### src/sv/lpc_pkg.sv
package lpc_pkg;

  // Number of CORDIC cells in each of the two vectoring chains and the rotation chain.
  localparam int CORDIC_STAGES = 24;

  // Datapath widths of the CORDIC cells and the square-root cells.
  localparam int CW      = 56;
  localparam int ZW      = 34;
  localparam int SQ_W    = 64;
  localparam int SQ_STEPS = 32;

  // Configuration port index width.
  localparam int CFG_IDX_W = 2;

  // Fixed-point constants.
  localparam logic [31:0] PI_Q30      = 32'd3373259426;
  localparam logic [31:0] HALF_PI_Q30 = 32'd1686629713;
  localparam logic [31:0] INV_K       = 32'd2608131496;
  localparam logic [31:0] INV_K2      = 32'd1583795506;
  localparam logic [52:0] MAX_GAMMA   = 53'h10_0000_0000_0000;

  // Configuration register indexes.
  typedef enum logic [CFG_IDX_W-1:0] {
    REG_INDUCTANCE  = 2'd0,
    REG_CAPACITANCE = 2'd1,
    REG_CONDUCTANCE = 2'd2
  } cfg_reg_t;

  // Vector handed along a CORDIC chain.
  typedef struct packed {
    logic signed [CW-1:0] x;
    logic signed [CW-1:0] y;
    logic signed [ZW-1:0] z;
  } cordic_t;

  // Partial remainder and root handed along the square-root chain.
  typedef struct packed {
    logic [SQ_W-1:0] rem;
    logic [SQ_W-1:0] root;
  } isqrt_t;

  // Side information that travels alongside the vectoring chains.
  typedef struct packed {
    logic signed [6:0] sz;
    logic signed [6:0] sy;
    logic              zr;
    logic              zg;
  } vec_side_t;

  // Side information that travels alongside the square-root chain.
  typedef struct packed {
    logic signed [6:0]  h;
    logic               nz;
    logic signed [ZW:0] tsum;
  } isq_side_t;

  // Arctangent of 2^-k in Q2.30 radians.
  function automatic logic signed [ZW-1:0] atan_q30(input logic [4:0] k);
    logic [31:0] a;
    unique case (k)
      5'd0:  a = 32'h3243F6A8;
      5'd1:  a = 32'h1DAC6705;
      5'd2:  a = 32'h0FADBAFC;
      5'd3:  a = 32'h07F56EA6;
      5'd4:  a = 32'h03FEAB76;
      5'd5:  a = 32'h01FFD55B;
      5'd6:  a = 32'h00FFFAAA;
      5'd7:  a = 32'h007FFF55;
      5'd8:  a = 32'h003FFFEA;
      5'd9:  a = 32'h001FFFFD;
      5'd10: a = 32'h000FFFFF;
      5'd11: a = 32'h0007FFFF;
      5'd12: a = 32'h0003FFFF;
      5'd13: a = 32'h0001FFFF;
      5'd14: a = 32'h0000FFFF;
      5'd15: a = 32'h00007FFF;
      5'd16: a = 32'h00003FFF;
      5'd17: a = 32'h00001FFF;
      5'd18: a = 32'h00000FFF;
      5'd19: a = 32'h000007FF;
      5'd20: a = 32'h000003FF;
      5'd21: a = 32'h000001FF;
      5'd22: a = 32'h000000FF;
      5'd23: a = 32'h0000007F;
      5'd24: a = 32'h0000003F;
      5'd25: a = 32'h0000001F;
      5'd26: a = 32'h0000000F;
      5'd27: a = 32'h00000008;
      5'd28: a = 32'h00000004;
      5'd29: a = 32'h00000002;
      5'd30: a = 32'h00000001;
      default: a = 32'h00000000;
    endcase
    return $signed(ZW'(a));
  endfunction

  // Bit length of a word: position of the highest set bit plus one, zero for zero.
  function automatic logic [5:0] bit_len(input logic [51:0] v);
    logic [5:0] n;
    n = '0;
    for (int i = 0; i < 52; i++) begin
      if (v[i]) n = 6'(i + 1);
    end
    return n;
  endfunction

  // Shift a component so that the larger one of its pair lies in [2^29, 2^30).
  function automatic logic [29:0] norm30(input logic [51:0] v, input logic [5:0] len);
    logic signed [6:0] s;
    logic [51:0]       t;
    s = $signed({1'b0, len}) - 7'sd30;
    if (!s[6]) t = v >> s[5:0];
    else       t = v << 6'(-s);
    return t[29:0];
  endfunction

endpackage

### src/sv/lpc_isqrt_cell.sv
module lpc_isqrt_cell (
  input  logic                     clk,
  input  logic [lpc_pkg::SQ_W-1:0] bit_val,
  input  lpc_pkg::isqrt_t          d,
  output lpc_pkg::isqrt_t          q
);

  logic [lpc_pkg::SQ_W-1:0] trial;
  lpc_pkg::isqrt_t          q_next;

  // One restoring digit of the square root.
  always_comb begin
    trial = d.root + bit_val;
    if (d.rem >= trial) begin
      q_next.rem  = d.rem - trial;
      q_next.root = (d.root >> 1) + bit_val;
    end else begin
      q_next.rem  = d.rem;
      q_next.root = d.root >> 1;
    end
  end

  always_ff @(posedge clk) begin
    q <= q_next;
  end

endmodule

### config.mk
export PLATFORM = sky130hd
export DESIGN_NAME = lpc_isqrt_cell
export DESIGN_NICKNAME = d
export VERILOG_FILES = /design/src/sv/lpc_pkg.sv /design/src/sv/lpc_isqrt_cell.sv
export SDC_FILE = /design/constraint.sdc
export NUM_CORES = 1
export LEC_CHECK = 0
export ABC_AREA = 0
export BUFFER_PORTS_ARGS = -buffer_cell sky130_fd_sc_hd__buf_4
export CELL_PAD_IN_SITES_DETAIL_PLACEMENT = 1
export CELL_PAD_IN_SITES_GLOBAL_PLACEMENT = 1
export CORE_UTILIZATION = 44
export CTS_BUF_LIST = sky130_fd_sc_hd__clkbuf_16
export DETAILED_ROUTE_END_ITERATION = 7
export GPL_TIMING_DRIVEN = 0
export HOLD_SLACK_MARGIN = 0.03
export PLACE_DENSITY_LB_ADDON = 0.1
export SYNTH_ARGS = -nofsm -noshare
export SYNTH_HDL_FRONTEND = slang
export SYNTH_SLANG_ARGS = --single-unit
### constraint.sdc
create_clock -name clk -period 13.9 [get_ports clk]
set_clock_uncertainty 0.2 [all_clocks]
set_input_delay 2.78 -clock clk [delete_from_list [all_inputs] [get_ports clk]]
set_output_delay 2.78 -clock clk [all_outputs]
set_load 0.03 [all_outputs]
; After elaboration in Yosys (flattened, before gate mapping)
; Cells that the tools add are included.
; W data, S select, Z words.
[op_classes]
add_sub_neg = 3
order_cmp = 1
mux = 1
[op_table]
columns = op, n
row1 = $mux W128, 1
row2 = $add A63 B64 Y64, 1
row3 = $add A64 B64 Y64, 1
row4 = $ge A64 B64 Y1, 1
row5 = $sub A64 B64 Y64, 1
[word_totals]
register_bits = 128
input_bits = 193
out_inout_bits = 128
elab_cells = 8

; Depth between registers and ports, before layout
[depth]
ltp_word = 3
depth_mapped = 28

; Least setup slack after synthesis
; Ideal clock, no wire load.
[synth_path]
path_kind = input -> register
startpoint = input bit_val[3] (netlist bit)
endpoint = register q[111] (netlist bit)
arrival_ns = 7.437
path_slack_ns = 6.142
cell_stages = 23
cell_sequence = ha_1 -> o21ai_0 -> nor2_1 -> o31ai_1 -> o311ai_0 -> a31oi_1 -> o41a_1 -> o21a_1 -> o21ai_1 -> a21oi_1 -> xor2_1 -> ha_1 -> clkbuf_1 -> a21o_1 -> a21o_1 -> a21oi_1 -> a21boi_0 -> a311o_1 -> nor2_1 -> buf_4 -> buf_2 -> buf_2 -> mux2_2
[synth_lines]
columns = element, line
row1 = "start, declared", lpc_isqrt_cell.sv:3  ; input logic [lpc_pkg::SQ_W-1:0] bit_val,
row2 = "end signal, assigned", lpc_isqrt_cell.sv:24  ; q <= q_next;
row3 = "end, declared", lpc_isqrt_cell.sv:5  ; output lpc_pkg::isqrt_t q

==> impl_metrics.json <==
{
  "syn_area_per_cell_sq_um": 7.26,
  "worstSetupEndpointType": "register",
  "seq_power_share": 0.196,
  "cp.depth": 26,
  "holdWs_ps": 2340,
  "cpMaxStageDelayCell": "o311ai_0",
  "worst_pin_slew_ps": 847,
  "htreeDepth": 4,
  "synth-seq-area-share": 0.168,
  "fin_crit_ps": 10020,
  "top_register": "q",
  "syn_inst": 2099,
  "vias": 17900,
  "final_nets": 2824,
  "initial_utilization": 0.451,
  "period_share": 0.721,
  "swShare": 0.491,
  "grt_use_total": 0.357,
  "antenna_found_initial": 2,
  "synth_most_common_cell": "nand2_1",
  "grt_use_met3": 0.0421,
  "netlist-cell-type-count": 75,
  "irDropWorstVdd_uv": 102,
  "clk_pin_slew_worst_paths_ps": 60,
  "drtIter0Drc": 1233,
  "slowest_delay_ps": 750,
  "yosys_register_bits": 128,
  "ys_async_sr_fraction": 0,
  "fin_util": 0.558,
  "final_area_sq_um": 18800,
  "top_usage_layer": "met2",
  "synthTopCellsByCount": "nand2_1, a21oi_1, o21ai_0, ha_1",
  "grt_first_pass_wirelength_um": 99700,
  "synth_edf_count": 0,
  "grt_pass1_vias": 18100,
  "relSlewSlack": 0.421,
  "setup_viol": 0,
  "finalSetupTns_ps": 0,
  "syn_area_sq_um": 15200,
  "grt_max_degree": 17,
  "root_buffer": "clkbuf_16",
  "largest_reg_flops": 128,
  "area_delta_synth_final_pct": 23.6,
  "slew_viol_final": 0,
  "port_buffers": 320,
  "die_width_um": 188,
  "ctsResizeCount": 0,
  "drc": 0,
  "wl_um": 64500,
  "cp.required_ps": 14000,
  "nFillCells": 4373,
  "critPathLaunchType": "primary input",
  "cap_violations": 0,
  "placed_cell_area_sq_um": 18200,
  "via_per_inst": 6.16,
  "drive_above_1_share": 0.163,
  "ios": 321,
  "clock-sinks": 128,
  "yosysTopAreaCellShare": 0.168,
  "maxClockFrequency_mhz": 99.8,
  "cts_max_path_buffers": 2,
  "p_comb_frac": 0.630,
  "grt_overflow": 0,
  "p_sw_uw": 1420,
  "ant_nets": 0,
  "top_regs": "q: 128 flops",
  "clkPwrFrac": 0.175,
  "dp_hpwl_um": 52700,
  "p_leak_uw": 0.00875,
  "worstSetupPathType": "in2reg",
  "cts_tree": "built",
  "grt_use_met2": 0.576,
  "yosys_most_used_dff": "dfxtp_1",
  "hold_violations": 0,
  "postCtsSetupBuffers": 0,
  "cts_made_buffers": 17,
  "cp_top_family": "compound AO/OA/AOI/OAI gates",
  "holdCritPathClass": "in2reg",
  "synth_top_area_cell": "dfxtp_1",
  "drt_pass1_iterations": 5,
  "crit_buf_inv": 6,
  "syn-num-nets": 2485,
  "hold_path_depth": 3,
  "fp-row-count": 67,
  "die-area_sq_um": 35400,
  "worst-path-max-fanout": 10,
  "p_int_uw": 1480,
  "synth.area.top_cells": "dfxtp_1, ha_1, a21oi_1, o21ai_0, a21o_1",
  "fp.coreArea_sq_um": 33800,
  "p_per_area_nw_per_um2": 154,
  "wl_per_cell_um": 22.2,
  "worstPathArrival_ps": 10130,
  "gr-usage-met1": 0.479,
  "rsz0062_at_grt": "no",
  "status": "complete, no violations",
  "ctsHoldBuffers": 0,
  "place_congestion": 0.985,
  "die_h_um": 188,
  "ys_warn_count": 0
}
==> stage by stage <==
stage | total power, uW | instances | setup slack, ps
after global placement | 2310 | 2867 | 3660
after global routing | 3050 | 2902 | 3670
final | 2900 | 2902 | 3880
after detailed placement | 2360 | 2867 | 3640
after floorplan | 1720 | 2099 | 6140
after CTS | 2880 | 2899 | 4060
==> cell families after synthesis <==
group | after synthesis | share of synthesized area
compound gates | 811 | 0.330
flops | 128 | 0.168
fa+ha+maj | 193 | 0.160
simple gates | 609 | 0.188
mux | 12 | 0.00854
buf+inv | 170 | 0.0441
xor+xnor | 176 | 0.101
==> placed cells by master (no fill, tap or decap), drive strengths merged, types with 24 or more instances in the layout <==
master,netlist,final
nor2,115,115
xor2,77,77
o21bai,42,42
inv,57,60
ha,190,190
nor3,24,24
a21o,128,128
a21oi,240,240
buf,23,343
nand3,30,30
o21ai,222,222
dfxtp,128,128
nand2,256,256
clkbuf,90,107
xnor2,99,99
nand4,72,72
==> final timing paths <==
| kind | start | endpoint |
|---|---|---|
| max | bit_val[1] | q[97] |
| min | d[79] | q[79] |
==> routing by layer <==
metal | share of wire | wire, um | vias up
li1 | - | - | 8392
met1 | 0.46 | 29600 | 8654
met2 | 0.45 | 28900 | 690
met3 | 0.057 | 3650 | 136
met4 | 0.038 | 2450 | 0
met5 | 0 | 0 | -
==> power by group through the flow <==
stage	Combinational (uW)	Sequential, uW	Clock (uW)
6_report	1830	569	507
5_1_grt	1950	580	524
4_1_cts	1800	570	511
3_5_place_dp	1780	575	0
3_3_place_gp	1740	569	0
2_1_floorplan	853	869	0
==> area by class of cell <==
class / count / area [sq um] / share of cell area
Antenna cell: 3 / 7.51 / 0.000398
Buffer: 113 / 458 / 0.0243
Clock buffer: 17 / 425 / 0.0226
Clock inverter: 15 / 201 / 0.0107
Inverter: 57 / 214 / 0.0114
Multi-Input combinational cell: 1801 / 12000 / 0.637
Sequential cell: 128 / 2560 / 0.136
Tap cell: 448 / 561 / 0.0297
Timing Repair Buffer: 320 / 2400 / 0.127
Note: power is estimated with default switching activity, not from simulation.
