`src/sv/lpc_pkg.sv`:
```
package lpc_pkg;

  // Number of CORDIC cells in each of the two vectoring chains and the rotation chain.
  localparam int CORDIC_STAGES = 24;

  // Datapath widths of the CORDIC cells and the square-root cells.
  localparam int CW      = 56;
  localparam int ZW      = 34;
  localparam int SQ_W    = 64;
  localparam int SQ_STEPS = 32;

  // Configuration port index width.
  localparam int CFG_IDX_W = 2;

  // Fixed-point constants.
  localparam logic [31:0] PI_Q30      = 32'd3373259426;
  localparam logic [31:0] HALF_PI_Q30 = 32'd1686629713;
  localparam logic [31:0] INV_K       = 32'd2608131496;
  localparam logic [31:0] INV_K2      = 32'd1583795506;
  localparam logic [52:0] MAX_GAMMA   = 53'h10_0000_0000_0000;

  // Configuration register indexes.
  typedef enum logic [CFG_IDX_W-1:0] {
    REG_INDUCTANCE  = 2'd0,
    REG_CAPACITANCE = 2'd1,
    REG_CONDUCTANCE = 2'd2
  } cfg_reg_t;

  // Vector handed along a CORDIC chain.
  typedef struct packed {
    logic signed [CW-1:0] x;
    logic signed [CW-1:0] y;
    logic signed [ZW-1:0] z;
  } cordic_t;

  // Partial remainder and root handed along the square-root chain.
  typedef struct packed {
    logic [SQ_W-1:0] rem;
    logic [SQ_W-1:0] root;
  } isqrt_t;

  // Side information that travels alongside the vectoring chains.
  typedef struct packed {
    logic signed [6:0] sz;
    logic signed [6:0] sy;
    logic              zr;
    logic              zg;
  } vec_side_t;

  // Side information that travels alongside the square-root chain.
  typedef struct packed {
    logic signed [6:0]  h;
    logic               nz;
    logic signed [ZW:0] tsum;
  } isq_side_t;

  // Arctangent of 2^-k in Q2.30 radians.
  function automatic logic signed [ZW-1:0] atan_q30(input logic [4:0] k);
    logic [31:0] a;
    unique case (k)
      5'd0:  a = 32'h3243F6A8;
      5'd1:  a = 32'h1DAC6705;
      5'd2:  a = 32'h0FADBAFC;
      5'd3:  a = 32'h07F56EA6;
      5'd4:  a = 32'h03FEAB76;
      5'd5:  a = 32'h01FFD55B;
      5'd6:  a = 32'h00FFFAAA;
      5'd7:  a = 32'h007FFF55;
      5'd8:  a = 32'h003FFFEA;
      5'd9:  a = 32'h001FFFFD;
      5'd10: a = 32'h000FFFFF;
      5'd11: a = 32'h0007FFFF;
      5'd12: a = 32'h0003FFFF;
      5'd13: a = 32'h0001FFFF;
      5'd14: a = 32'h0000FFFF;
      5'd15: a = 32'h00007FFF;
      5'd16: a = 32'h00003FFF;
      5'd17: a = 32'h00001FFF;
      5'd18: a = 32'h00000FFF;
      5'd19: a = 32'h000007FF;
      5'd20: a = 32'h000003FF;
      5'd21: a = 32'h000001FF;
      5'd22: a = 32'h000000FF;
      5'd23: a = 32'h0000007F;
      5'd24: a = 32'h0000003F;
      5'd25: a = 32'h0000001F;
      5'd26: a = 32'h0000000F;
      5'd27: a = 32'h00000008;
      5'd28: a = 32'h00000004;
      5'd29: a = 32'h00000002;
      5'd30: a = 32'h00000001;
      default: a = 32'h00000000;
    endcase
    return $signed(ZW'(a));
  endfunction

  // Bit length of a word: position of the highest set bit plus one, zero for zero.
  function automatic logic [5:0] bit_len(input logic [51:0] v);
    logic [5:0] n;
    n = '0;
    for (int i = 0; i < 52; i++) begin
      if (v[i]) n = 6'(i + 1);
    end
    return n;
  endfunction

  // Shift a component so that the larger one of its pair lies in [2^29, 2^30).
  function automatic logic [29:0] norm30(input logic [51:0] v, input logic [5:0] len);
    logic signed [6:0] s;
    logic [51:0]       t;
    s = $signed({1'b0, len}) - 7'sd30;
    if (!s[6]) t = v >> s[5:0];
    else       t = v << 6'(-s);
    return t[29:0];
  endfunction

endpackage

```
`src/sv/lpc_cordic_cell.sv`:
```
module lpc_cordic_cell (
  input  logic              clk,
  input  logic              rotate,
  input  logic [4:0]        shift,
  input  lpc_pkg::cordic_t  d,
  output lpc_pkg::cordic_t  q
);

  logic signed [lpc_pkg::CW-1:0] dx;
  logic signed [lpc_pkg::CW-1:0] dy;
  logic signed [lpc_pkg::ZW-1:0] ang;
  logic                          up;
  lpc_pkg::cordic_t              q_next;

  // One micro-rotation: vectoring steers on the sign of y, rotation on the sign of z.
  always_comb begin
    dx  = d.y >>> shift;
    dy  = d.x >>> shift;
    ang = lpc_pkg::atan_q30(shift);
    up  = rotate ? d.z[lpc_pkg::ZW-1] : !d.y[lpc_pkg::CW-1];
    if (up) begin
      q_next.x = d.x + dx;
      q_next.y = d.y - dy;
      q_next.z = d.z + ang;
    end else begin
      q_next.x = d.x - dx;
      q_next.y = d.y + dy;
      q_next.z = d.z - ang;
    end
  end

  always_ff @(posedge clk) begin
    q <= q_next;
  end

endmodule

```
`config.mk`:
```
export PLATFORM = sky130hd
export DESIGN_NAME = lpc_cordic_cell
export DESIGN_NICKNAME = d
export VERILOG_FILES = /design/src/sv/lpc_pkg.sv /design/src/sv/lpc_cordic_cell.sv
export SDC_FILE = /design/constraint.sdc
export NUM_CORES = 1
export LEC_CHECK = 0
export BUFFER_PORTS_ARGS = -buffer_cell sky130_fd_sc_hd__buf_2
export CORE_UTILIZATION = 40
export CTS_CLUSTER_SIZE = 25
export DETAILED_ROUTE_END_ITERATION = 10
export HOLD_SLACK_MARGIN = 0.12
export PLACE_DENSITY = 0.67
export SLEW_MARGIN = 10
export SYNTH_ARGS = -nofsm -noshare
export SYNTH_HDL_FRONTEND = slang
export SYNTH_SLANG_ARGS = --single-unit
```
`constraint.sdc`:
```
create_clock -name clk -period 6.2 [get_ports clk]
set_input_delay 0.31 -clock clk [delete_from_list [all_inputs] [get_ports clk]]
set_output_delay 0.31 -clock clk [all_outputs]
set_load 0.02 [all_outputs]
```
# [Word level (Yosys, flattened, before mapping)]
# Memory sizes are Yosys's and may differ from the RTL's.
# Index checks and enable logic that the tools add are counted.
[op_classes] addsub=6 n_shift=2 n_mux=2 reduce_logical=1
[op_table] cell="$mux 146" n=1
[op_table] cell="$add 56x56->56" n=2
[op_table] cell="$sshr 56x5->56" n=2
[op_table] cell="$sub 56x56->56" n=2
[op_table] cell="$add 34x33->34" n=1
[op_table] cell="$sub 34x33->34" n=1
[op_table] cell="$logic_not 1->1" n=1
[op_table] cell="$mux 1" n=1
[word_totals] reg_bits=146 mem_bits_ro=960 in_bits=153 output_inout_bits=146 wordCells=15 n_memories=1
[memory_table] name="(no name shown)" words=32 width=30 rd=1 rd_ports_with_merged_regs=0 write_ports=0 line_no="lpc_pkg.sv:60" rtl="unique case (k)"

# [Longest topological paths before layout]
[depth] depth_word=3 ltp_mapped=31 mapped_depth_nobuf=23

# [Worst setup path before layout]
# OpenSTA, ideal clock, no wires.
[synth_path] kind="input to register" startpoint="input shift[1]" endpoint="register q[32] (netlist name)" setup_ns=0.122 arrival_ns=5.836 required_ns=6.078 path_slack_ns=0.242 stages=28 n_path_buf=8 path_cell_list="buf_2 -> clkinv_1 -> buf_2 -> buf_2 -> buf_2 -> buf_2 -> buf_2 -> ha_1 -> clkbuf_1 -> nand2_1 -> o21ai_0 -> a221o_1 -> and2_1 -> nand2_1 -> inv_1 -> a21oi_1 -> buf_2 -> xnor2_1 -> ha_1 -> or4_1 -> a21o_1 -> and3_1 -> a22oi_1 -> a211o_1 -> a21oi_1 -> a41oi_1 -> a31oi_1 -> a311o_1"
[synth_rtl] item="start, declared" line_no="lpc_cordic_cell.sv:4" rtl="input logic [4:0] shift,"
[synth_rtl] item="end signal, assigned" line_no="lpc_cordic_cell.sv:33" rtl="q <= q_next;"
[synth_rtl] item="end, declared" line_no="lpc_cordic_cell.sv:6" rtl="output lpc_pkg::cordic_t q"

==> impl_metrics.prom <==
# TYPE chip_impl_metric gauge
chip_impl_info{name="result_of_the_run",value="finished, final reports clean"} 1
chip_impl_info{name="startpoint_type",value="input pin"} 1
chip_impl_metric{name="worst_setup_hold_path_clk_slew",unit="ns"} 0.07
chip_impl_metric{name="final_cell_area",unit="um2"} 30500
chip_impl_metric{name="dr.pass1.iters",unit=""} 7
chip_impl_metric{name="synth-seq-cells",unit=""} 146
chip_impl_metric{name="die-width",unit="um"} 245
chip_impl_metric{name="p_leak",unit="nW"} 13.7
chip_impl_info{name="cp-startpoint",value="shift[2]"} 1
chip_impl_metric{name="crit_arrival",unit="ns"} 6.42
chip_impl_metric{name="drive_gt1_share",unit="%"} 33.2
chip_impl_metric{name="via_count",unit=""} 27193
chip_impl_metric{name="synth.net_count",unit=""} 3182
chip_impl_info{name="most_instantiated_flip_flop_cell_in_the_synthesis_netlist",value="dfxtp_1"} 1
chip_impl_metric{name="post_drt_wl_per_cell",unit="um"} 24.8
chip_impl_metric{name="gp_congestion",unit=""} 1.09
chip_impl_metric{name="cts_h_tree_lvls",unit=""} 4
chip_impl_metric{name="timing.final.hold_violations",unit=""} 0
chip_impl_metric{name="antenna_violations_before_repair",unit=""} 5
chip_impl_info{name="worst_setup_path_endpoint",value="q[88]$_DFF_P_"} 1
chip_impl_metric{name="crit_required",unit="ns"} 6.60
chip_impl_info{name="synthTopCellsByArea",value="mux4_2 14%, dfxtp_1 12%, ha_1 8.4%"} 1
chip_impl_metric{name="globalRouteOverflowTotal",unit=""} 0
chip_impl_metric{name="ir_drop",unit="mV"} 0.257
chip_impl_metric{name="synth_cells",unit=""} 2867
chip_impl_metric{name="pwr_cell_area",unit="nW/um2"} 266
chip_impl_metric{name="io-pin-count",unit=""} 299
chip_impl_metric{name="drv_cap",unit=""} 0
chip_impl_metric{name="report.final.setup_viol",unit=""} 0
chip_impl_info{name="cts_tree",value="built"} 1
chip_impl_metric{name="maxSlewViolCount",unit=""} 0
chip_impl_metric{name="power.switching",unit="mW"} 3.71
chip_impl_metric{name="netlist-cell-type-count",unit=""} 105
chip_impl_metric{name="totalNegativeSetupSlack",unit="ns"} 0
chip_impl_info{name="setup_repair_after_global_routing_missed_its_margin",value="no"} 1
chip_impl_metric{name="hpwlAfterDp",unit="um"} 87200
chip_impl_info{name="timing_worst_setup_path_type",value="input pin to flip-flop"} 1
chip_impl_metric{name="grt_usage",unit="%"} 35.1
chip_impl_info{name="worst_hold_path_type",value="input pin to flip-flop"} 1
chip_impl_metric{name="placement.io_buffers",unit=""} 298
chip_impl_metric{name="grt_max_degree",unit=""} 52
chip_impl_metric{name="min_period_over_period",unit="%"} 97.1
chip_impl_metric{name="ctsLongestPathBuffers",unit=""} 2
chip_impl_info{name="setup.worst_path.end_class",value="flip-flop"} 1
chip_impl_metric{name="finalNetCount",unit=""} 3906
chip_impl_metric{name="synth_async_sr_flop_share",unit="%"} 0
chip_impl_metric{name="floorplan.die_area",unit="um2"} 60200
chip_impl_metric{name="design.core.area",unit="um2"} 58100
chip_impl_metric{name="cts_setup_buffers",unit=""} 0
chip_impl_metric{name="period_needed",unit="ns"} 6.02
chip_impl_metric{name="syn_to_final_growth",unit="%"} 29.0
chip_impl_metric{name="cell_area_after_synthesis",unit="um2"} 23700
chip_impl_metric{name="viasPerCell",unit=""} 6.23
chip_impl_metric{name="power_report.internal_total",unit="mW"} 4.41
chip_impl_metric{name="yosys.area.top_type_share",unit="%"} 13.6
chip_impl_metric{name="clock.fmax",unit="GHz"} 0.166
chip_impl_metric{name="avgSynthCellArea",unit="um2"} 8.26
chip_impl_info{name="regMostFlops",value="q"} 1
chip_impl_metric{name="slew_headroom",unit="%"} 18.8
chip_impl_metric{name="largest_register_ff_count",unit=""} 146
chip_impl_metric{name="place_worst_setup_slack",unit="ns"} -0.200
chip_impl_metric{name="crit_fanout",unit=""} 33
chip_impl_info{name="reg.largest.list",value="q x146"} 1
chip_impl_metric{name="detail_route.drc_violations",unit=""} 0
chip_impl_info{name="synth_largest_area_cell",value="mux4_2"} 1
chip_impl_metric{name="power_switching_share",unit="%"} 45.7
chip_impl_metric{name="p_comb_share",unit="%"} 68.5
chip_impl_metric{name="drt-total-wl",unit="um"} 108000
chip_impl_metric{name="final.setup.worst_slack",unit="ns"} 0.181
chip_impl_metric{name="number_of_synthesized_flops_with_an_enable_pin",unit=""} 0
chip_impl_metric{name="cts_buffers",unit=""} 17
chip_impl_metric{name="power.sequential.fraction",unit="%"} 18.7
chip_impl_metric{name="die_h",unit="um"} 245
chip_impl_metric{name="seq_total_area_yosys",unit="%"} 12.3
chip_impl_info{name="synthTopCellsByCount",value="243 x a21oi_1, 225 x nand2_1, 217 x nor2_1"} 1
chip_impl_metric{name="clock-sinks",unit=""} 146
chip_impl_metric{name="drt_iter0_markers",unit=""} 2772
chip_impl_metric{name="dpl-instance-area",unit="um2"} 29900
chip_impl_metric{name="grt_pass1_vias",unit=""} 26085
chip_impl_metric{name="pwr-share-clk",unit="%"} 12.8
chip_impl_metric{name="ant_nets",unit=""} 0
chip_impl_info{name="cts_root_buffer",value="clkbuf_16"} 1
chip_impl_metric{name="std_cell_rows",unit=""} 88
chip_impl_info{name="top_count_cell_post_synth",value="a21oi_1"} 1
chip_impl_metric{name="max_slew.worst_pin.slew",unit="ns"} 1.22
chip_impl_metric{name="grt_pass1_wl",unit="um"} 159000
chip_impl_metric{name="ys.warnings.count",unit=""} 0
chip_impl_metric{name="floorplan.initialDensity",unit="%"} 40.7
critical path, cell delays in order:
cell	delay [ns]
buf_6	0.39
buf_4	0.33
nand2b_1	0.24
o22ai_1	0.19
a211oi_1	0.15
a221oi_1	0.50
and2b_1	0.26
nand4_1	0.24
buf_12	0.22
or3_1	0.41
o31ai_1	0.29
xor2_1	0.12
ha_1	0.32
and4_1	0.20
nand3_1	0.11
or4_1	0.41
o221ai_1	0.38
o31ai_1	0.18
o22a_1	0.27
o311a_1	0.35
o31ai_1	0.26
a21oi_1	0.12
xnor2_1	0.13
cells by family (layout without fill, tap and decap cells):
kind of cell | after synthesis | count (layout) | share of synthesized area (%)
other | 0 | 2 | 0
AND/OR/NAND/NOR | 822 | 822 | 17.0
multiplexers | 344 | 344 | 22.5
XOR/XNOR | 263 | 263 | 9.73
buffers and inverters | 257 | 991 | 5.16
adder cells (fa/ha/maj) | 162 | 162 | 8.65
AO/OA/AOI/OAI | 873 | 873 | 24.6
flip-flops | 146 | 146 | 12.3
repair_timing:
action / CTS / global route
endpoints found under the hold margin: 3 / 0
hold buffers: 3 / 0
gates resized for setup: 0 / 8
endpoints found under the setup margin: 0 / 11
per-layer routing:
metal  up-vias  track usage (%)  part of all wire [%]
li1      12380                -                     -
met1     12883             43.0                    39
met2      1572             57.1                    46
met3       356             7.45                   9.3
met4         2             19.5                   5.8
met5         -                0                 0.011
power by group through the flow:
stage / sequential (mW) / clock, mW / combinational, mW
6_report: 1.51 / 1.04 / 5.56
5_1_grt: 1.56 / 1.11 / 5.96
4_1_cts: 1.52 / 1.07 / 5.50
3_5_place_dp: 1.54 / 0 / 5.47
3_3_place_gp: 1.53 / 0 / 5.46
2_1_floorplan: 2.14 / 0 / 2.67
placed cells by master, fill, tap and decap left out, types with 32 or more instances in the layout:
cell type,n
a21o_1,74
nor2_1,216
nor3_1,64
inv_1,61
a31oi_1,47
nand3_1,69
buf_2,293
nand2b_1,36
buf_4,576
nand4_1,34
mux4_2,143
mux2i_1,122
o22ai_1,35
nor2b_1,32
xnor2_1,159
mux2_2,76
dfxtp_1,146
a21oi_1,241
xor2_1,104
o21ai_0,152
nand2_1,225
ha_1,159
area by class of cell:
class                   instances  area [um2]
well taps                     765         957
inverters                      65         244
clock buffers                  23         468
clock inverters                 6        82.6
repair buffers                897        6290
multi-input cells            2464       19600
fillers                      5717       27600
diodes                          2        5.00
flip-flops and latches        146        2920
worst min-delay path by stage:
| stage | cells past startpoint | to | startpoint |
|---|---|---|---|
| finish | 2 | q[1]$_DFF_P_ | d[1] |
| global route | 2 | q[1]$_DFF_P_ | d[1] |
| CTS | 4 | q[34]$_DFF_P_ | d[34] |
| detailed placement | 2 | q[0]$_DFF_P_ | d[0] |
| global placement | 2 | q[90]$_DFF_P_ | d[90] |
| floorplan | 1 | q[90]$_DFF_P_ | d[90] |
metrics by stage:
step | cells | util [%] | power [mW] | hold WS [ns]
after floorplan | 2867 | - | 4.82 | 0.440
after global placement | 4334 | 51.5 | 6.99 | 0.588
after detailed placement | 4334 | 51.5 | 7.00 | 0.571
after CTS | 4366 | 52.5 | 8.09 | 0.134
after global routing | 4367 | 52.5 | 8.63 | 0.157
final | 4368 | 52.5 | 8.12 | 0.139
No activity file was read; power rests on OpenSTA's default activity.
